**src/rtl/core/lubr_pkg.sv**
```systemverilog
// Shared constants and types for the longest unique byte run block.
package lubr_pkg;

  localparam int MAX_LEN = 65536;
  localparam int SYMBOLS = 256;
  localparam int SYM_W   = $clog2(SYMBOLS);
  localparam int POS_W   = $clog2(MAX_LEN);
  localparam int LEN_W   = $clog2(MAX_LEN + 1);

  typedef logic [SYM_W-1:0] sym_t;
  typedef logic [POS_W-1:0] pos_t;
  typedef logic [LEN_W-1:0] len_t;

  typedef struct packed {
    logic valid;
    sym_t sym;
    logic last;
  } stage_t;

  typedef struct packed {
    logic en;
    sym_t addr;
    pos_t data;
  } wr_t;

endpackage

```
**src/rtl/core/lubr_if.sv**
```systemverilog
// Stream interfaces for the byte input and the result output.
interface lubr_text_if
  import lubr_pkg::*;
();
  logic valid;
  logic ready;
  sym_t byte_value;
  logic is_last;

  modport source (output valid, output byte_value, output is_last, input ready);
  modport sink (input valid, input byte_value, input is_last, output ready);
endinterface

interface lubr_result_if
  import lubr_pkg::*;
();
  logic valid;
  logic ready;
  pos_t best_start;
  len_t best_length;
  logic too_long;

  modport source (output valid, output best_start, output best_length, output too_long,
                  input ready);
  modport sink (input valid, input best_start, input best_length, input too_long,
                output ready);
endinterface

```
**src/rtl/core/lubr_pos_ram.sv**
```systemverilog
// Last-seen position table: one write port, one registered read port.
module lubr_pos_ram
  import lubr_pkg::*;
(
  input  logic clk,
  input  logic ren,
  input  sym_t raddr,
  output pos_t rdata,
  input  wr_t  wr
);

  pos_t mem [SYMBOLS];

  always_ff @(posedge clk) begin
    if (wr.en) begin
      mem[wr.addr] <= wr.data;
    end
    if (ren) begin
      rdata <= mem[raddr];
    end
  end

endmodule

```
**src/rtl/core/lubr_tracker.sv**
```systemverilog
// Window and best-run tracking, valid bits, write forwarding and result register.
module lubr_tracker
  import lubr_pkg::*;
(
  input  logic clk,
  input  logic rst,
  input  stage_t stage,
  input  pos_t rdata,
  output logic go,
  output wr_t  wr,
  lubr_result_if.source result
);

  localparam len_t POS_LIMIT = LEN_W'(MAX_LEN);

  logic [SYMBOLS-1:0] seen_valid;
  pos_t window_start;
  len_t position;
  pos_t best_run_start;
  len_t best_run_length;
  logic overflowed;

  logic fwd_valid;
  sym_t fwd_sym;
  pos_t fwd_pos;

  logic in_range;
  logic moved;
  logic better;
  pos_t idx;
  pos_t last_pos;
  pos_t start_next;
  len_t run;

  always_comb begin
    go        = stage.valid && (!stage.last || !result.valid || result.ready);
    in_range  = position < POS_LIMIT;
    idx       = position[POS_W-1:0];
    last_pos  = (fwd_valid && fwd_sym == stage.sym) ? fwd_pos : rdata;
    moved     = seen_valid[stage.sym] && (last_pos >= window_start);
    start_next = moved ? POS_W'(last_pos + 1'b1) : window_start;
    run       = LEN_W'({1'b0, idx} + 1'b1 - {1'b0, start_next});
    better    = run > best_run_length;
    wr.en     = go && in_range;
    wr.addr   = stage.sym;
    wr.data   = idx;
  end

  always_ff @(posedge clk) begin
    if (rst) begin
      seen_valid      <= '0;
      window_start    <= '0;
      position        <= '0;
      best_run_start  <= '0;
      best_run_length <= '0;
      overflowed      <= 1'b0;
      fwd_valid       <= 1'b0;
      result.valid    <= 1'b0;
    end else begin
      if (result.ready) begin
        result.valid <= 1'b0;
      end
      if (wr.en) begin
        fwd_valid <= 1'b1;
      end
      if (go) begin
        if (stage.last) begin
          seen_valid      <= '0;
          window_start    <= '0;
          position        <= '0;
          best_run_start  <= '0;
          best_run_length <= '0;
          overflowed      <= 1'b0;
          result.valid    <= 1'b1;
        end else if (in_range) begin
          seen_valid[stage.sym] <= 1'b1;
          window_start          <= start_next;
          position              <= position + 1'b1;
          if (better) begin
            best_run_start  <= start_next;
            best_run_length <= run;
          end
        end else begin
          overflowed <= 1'b1;
        end
      end
    end
  end

  always_ff @(posedge clk) begin
    if (wr.en) begin
      fwd_sym <= wr.addr;
      fwd_pos <= wr.data;
    end
    if (go && stage.last) begin
      result.best_start  <= (in_range && better) ? start_next : best_run_start;
      result.best_length <= (in_range && better) ? run : best_run_length;
      result.too_long    <= overflowed || !in_range;
    end
  end

endmodule

```
**src/rtl/core/longest_unique_byte_run.sv**
```systemverilog
// Longest repeat-free byte run: takes one byte per cycle; a byte is looked up in the
// 256-entry last-position RAM in the cycle it is accepted and resolved from the stage
// register, with the previous write forwarded; the result is registered when the
// last byte resolves. The last byte of a string stalls input only while the
// previous result is still untaken. Per-symbol valid bits clear at once on the last
// byte, so there is no clearing pass; bytes beyond MAX_LEN are dropped and flagged.
module longest_unique_byte_run
  import lubr_pkg::*;
(
  input logic clk,
  input logic rst,
  lubr_text_if.sink     text,
  lubr_result_if.source result
);

  stage_t stage;
  logic   go;
  logic   take;
  pos_t   rdata;
  wr_t    wr;

  assign text.ready = !stage.valid || go;
  assign take       = text.valid && text.ready;

  always_ff @(posedge clk) begin
    if (rst) begin
      stage.valid <= 1'b0;
    end else if (take) begin
      stage.valid <= 1'b1;
    end else if (go) begin
      stage.valid <= 1'b0;
    end
    if (take) begin
      stage.sym  <= text.byte_value;
      stage.last <= text.is_last;
    end
  end

  lubr_pos_ram u_ram (
    .clk   (clk),
    .ren   (take),
    .raddr (text.byte_value),
    .rdata (rdata),
    .wr    (wr)
  );

  lubr_tracker u_tracker (
    .clk    (clk),
    .rst    (rst),
    .stage  (stage),
    .rdata  (rdata),
    .go     (go),
    .wr     (wr),
    .result (result)
  );

`ifndef ASSERT_OFF
  a_stall_cause: assert property (@(posedge clk) disable iff (rst)
    stage.valid && !go |-> stage.last && result.valid && !result.ready)
    else $error("stage stalled without a full result register");

  a_result_load: assert property (@(posedge clk) disable iff (rst)
    go && stage.last |=> result.valid)
    else $error("last byte retired without a result");

  a_stage_fill: assert property (@(posedge clk) disable iff (rst)
    take |=> stage.valid)
    else $error("accepted byte lost before resolve stage");
`endif

endmodule
```
**src/flat_wrapper.sv**
```systemverilog
// flat-port wrapper written by rule: the top's interface ports become plain ports
module longest_unique_byte_run_flat import lubr_pkg::*;
  (clk, rst, text_valid, text_byte_value, text_is_last, text_ready, result_valid, result_best_start, result_best_length, result_too_long, result_ready);
  lubr_text_if text_i ();
  lubr_result_if result_i ();
  input logic clk;
  input logic rst;
  input wire logic [$bits(text_i.valid)-1:0] text_valid;
  input wire logic [$bits(text_i.byte_value)-1:0] text_byte_value;
  input wire logic [$bits(text_i.is_last)-1:0] text_is_last;
  output wire logic [$bits(text_i.ready)-1:0] text_ready;
  output wire logic [$bits(result_i.valid)-1:0] result_valid;
  output wire logic [$bits(result_i.best_start)-1:0] result_best_start;
  output wire logic [$bits(result_i.best_length)-1:0] result_best_length;
  output wire logic [$bits(result_i.too_long)-1:0] result_too_long;
  input wire logic [$bits(result_i.ready)-1:0] result_ready;
  assign text_i.valid = text_valid;
  assign text_i.byte_value = text_byte_value;
  assign text_i.is_last = text_is_last;
  assign text_ready = text_i.ready;
  assign result_valid = result_i.valid;
  assign result_best_start = result_i.best_start;
  assign result_best_length = result_i.best_length;
  assign result_too_long = result_i.too_long;
  assign result_i.ready = result_ready;
  longest_unique_byte_run u_core (.clk(clk), .rst(rst), .text(text_i), .result(result_i));
endmodule
```
**config.mk**
```make
export PLATFORM = sky130hd
export DESIGN_NAME = longest_unique_byte_run_flat
export DESIGN_NICKNAME = d
export VERILOG_FILES = /design/src/rtl/core/lubr_pkg.sv /design/src/rtl/core/lubr_if.sv /design/src/rtl/core/lubr_pos_ram.sv /design/src/rtl/core/lubr_tracker.sv /design/src/rtl/core/longest_unique_byte_run.sv /design/src/flat_wrapper.sv
export SDC_FILE = /design/constraint.sdc
export NUM_CORES = 2
export LEC_CHECK = 0
export BUFFER_PORTS_ARGS = -buffer_cell sky130_fd_sc_hd__buf_2
export CORE_MARGIN = 1.5
export CORE_UTILIZATION = 40
export CTS_CLUSTER_DIAMETER = 60
export DETAILED_ROUTE_END_ITERATION = 8
export PLACE_DENSITY_LB_ADDON = 0.12
export SYNTH_ARGS = -nofsm -noshare
export SYNTH_HDL_FRONTEND = slang
export SYNTH_SLANG_ARGS = --single-unit
```
**constraint.sdc**
```tcl
create_clock -name clk -period 10.6 [get_ports clk]
set_input_delay 0 -clock clk [delete_from_list [all_inputs] [get_ports clk]]
set_output_delay 0 -clock clk [all_outputs]
set_load 0.02 [all_outputs]
```
==> results.toml <==
[synth]
ys.flop_type = "edfxtp_1"
yosys-top-cells-area = "edfxtp_1 (72%), mux4_2 (18%), dfxtp_1 (3.7%), nor2_1 (1.3%), a21oi_1 (0.84%)"
syn_area_um2 = 174100
synth.avg_cell_area_um2 = 21.99
synth_nets = 7993
yosysMostFrequentCell = "edfxtp_1"
synth_top_cell_by_area = "edfxtp_1"
seq_area_frac_synth_pct = 75.83
synth-edff-count = 4179
async_flop_share_pct = 0
synth_warnings = 0
ys_types = 57
yosys_register_bits = 4505
netlist_instances = 7918
synth_top_area_share_pct = 72.08
synthTopCellsByCount = "edfxtp_1 (4179), mux4_2 (1421), nor2_1 (597)"

[routing]
vias_per_cell = 5.733
dr_total_vias = 83370
routedWlPerCell_um = 32.58
wl_um = 473800
dr.pass1.iters = 6
drt_iter0_markers = 9657
route.detailed.drc = 0
detail-route-antenna-nets = 0

[outcome]
status = "finished, final reports clean"

[clocking]
cts_buffer_depth = 4
clock_latency_ns = 1.03
cts.sinks = 4505
cts_tree = "done"
root_buffer = "clkbuf_16"
cts.clk_slew.worst_paths_ns = 0.06
htreeDepth = 5
cts_buffers = 475

[worst_setup_path]
cp-start-kind = "flip-flop"
required_ns = 11.49
max_stage_delay_ns = 0.80
worstPathArrival_ns = 10.75
critical_path_class = "reg -> reg"
cp_max_fo = 56
cp_slowest_cell = "buf_4"
crit_top_cell = "buf_4"
crit_path_end_kind = "flip-flop"

[timing]
worst_slew_pin_slew_ns = 1.302
drv_slew = 0
period_minus_slack_ns = 9.865
timing.fmax_ghz = 0.1014
fin_crit_sh_pct = 93.07
max_slew_margin_pct = 12.88
whs_ns = 0.1046
timing.setup.tns_ns = 0
rsz0062_at_grt = "false"
hold_viol_final = 0
finalClockSkew_ns = 0.06390
setup_viol = 0
worst_slack_ns = 0.7346

[finish]
fin_util_pct = 45.89
area_growth_pct = 14.38
fin_cells = 14540
drive_gt1_share_pct = 31.55
nets = 8476
fin_area_um2 = 199100

[grt]
overflow = 0
antenna_found_initial = 52
grt_max_degree = 147
grt_pass1_wl_um = 667000
grt_pass1_vias = 84990
grt.total_usage_pct = 21.31

[floorplanning]
die_y_um = 662.7
ioPinCount = 49
die_area_um2 = 439200
core-area_um2 = 433900
rows = 242
fp.dieW_um = 662.7
start_util_pct = 40.13

[power]
leakagePower_nw = 69.93
p_per_area_nw_per_um2 = 184.8
total_power_mw = 36.81
peakVddDrop_mv = 0.1501

[placed_design]
dp.cells = 13640
dp_slack_ns = 0.3175
dpl_cell_area_um2 = 183500
dpl.hpwl_um = 274900
place.gp.congestion = 0.7968
numPortBuffers = 48

[worst_hold_path]
hold_path.class = "in -> reg"

[run]
cap_violations = 0
==> worst max-delay path: cells and delay by family, from the launching register on <==
family                   cells  cell delay, ns
flip-flops                   1            0.36
XOR/XNOR                     1            0.28
AO/OA/AOI/OAI               13            2.56
AND/OR/NAND/NOR              5            1.95
multiplexers                 3            1.08
adder cells (fa/ha/maj)      4            1.22
buffers and inverters        5            2.19
==> layout make-up <==
cell class | instances | area, um2
Antenna cell | 8 | 20.02
Tap cell | 5734 | 7174
Clock buffer | 597 | 12540
Fill cell | 35870 | 234800
Inverter | 57 | 214.0
Multi-Input combinational cell | 2897 | 40560
Timing Repair Buffer | 465 | 3662
Clock inverter | 278 | 2884
Sequential cell | 4505 | 132100
==> path summary, 6_finish.rpt <==
path | from | endpoint | slack (ns) | cells past startpoint
setup / recovery | u_core.stage[1] | u_core.u_tracker.best_run_start[10] | 0.73 | 31
hold / removal | text_byte_value[0] | u_core.stage[1] | 0.10 | 2
setup reg to reg | u_core.stage[1] | u_core.u_tracker.best_run_start[10] | 0.73 | 31
hold reg to reg | u_core.u_tracker.best_run_start[12] | u_core.u_tracker.best_run_start[12] | 0.46 | 2
==> cell usage in the layout, fill, tap and decap left out, types with 17 or more instances in the layout <==
master,instances
a22oi_1,23
nand2b_1,19
nand3_1,33
edfxtp_1,4179
clkinv_1,107
xnor2_1,34
ha_1,61
bufinv_16,51
o21ai_0,40
nor3_1,21
nand2_1,90
buf_12,17
mux2_2,31
clkinv_2,80
buf_4,387
clkbuf_16,479
mux2i_1,37
nor2_2,143
mux4_2,1421
clkbuf_1,105
nor2_1,452
inv_1,55
a21oi_1,291
dfxtp_1,310
buf_2,42
==> sequential cells by signal, summed over array words and instances (netlist names) <==
signal,cells
u_core.u_tracker.fwd_pos,16
u_core.u_ram.mem,4096
u_core.u_tracker.overflowed,1
u_core.u_tracker.fwd_sym,8
u_core.u_tracker.fwd_valid,1
u_core.u_tracker.result.best_length,17
u_core.u_tracker.best_run_start,16
u_core.u_tracker.window_start,16
u_core.u_tracker.result.valid,1
u_core.u_tracker.result.too_long,1
u_core.u_tracker.seen_valid,256
u_core.u_ram.rdata,16
u_core.stage,10
u_core.u_tracker.result.best_start,16
u_core.u_tracker.best_run_length,17
u_core.u_tracker.position,17
==> report_power, final <==
group | internal (mW) | total (mW) | switching, mW
Clock | 9.60 | 16.5 | 6.95
Sequential | 19.2 | 19.2 | 0.0199
Combinational | 0.380 | 1.05 | 0.674
Total | 29.2 | 36.8 | 7.65
==> what timing repair did <==
| item | 4_1_cts | 5_1_grt |
|---|---|---|
| setup buffers | 0 | 0 |
| setup endpoints to repair | 0 | 18 |
| hold endpoints to repair | 102 | 0 |
| resized for setup | 0 | 1 |
| hold buffers | 15 | 0 |
==> routing by layer <==
metal  wire length (um)  share of wire (%)  global-route usage, %
met1             208800                 44                  31.46
met2             224500                 47                  33.79
met3              30790                6.5                  3.329
met4               9618                2.0                  4.360
met5                 52              0.011                      0
==> cell families (layout without fill, tap and decap cells) <==
group / count (synthesis) / count (layout) / synth area share [%]
flops: 4505 / 4505 / 75.83
mux: 1489 / 1489 / 18.79
simple gates: 860 / 860 / 2.042
buf+inv: 516 / 1397 / 1.225
compound gates: 438 / 438 / 1.419
fa+ha+maj: 62 / 62 / 0.4499
xor+xnor: 48 / 48 / 0.2415
other cells: 0 / 8 / 0
Power figures use the tool's default switching activity.
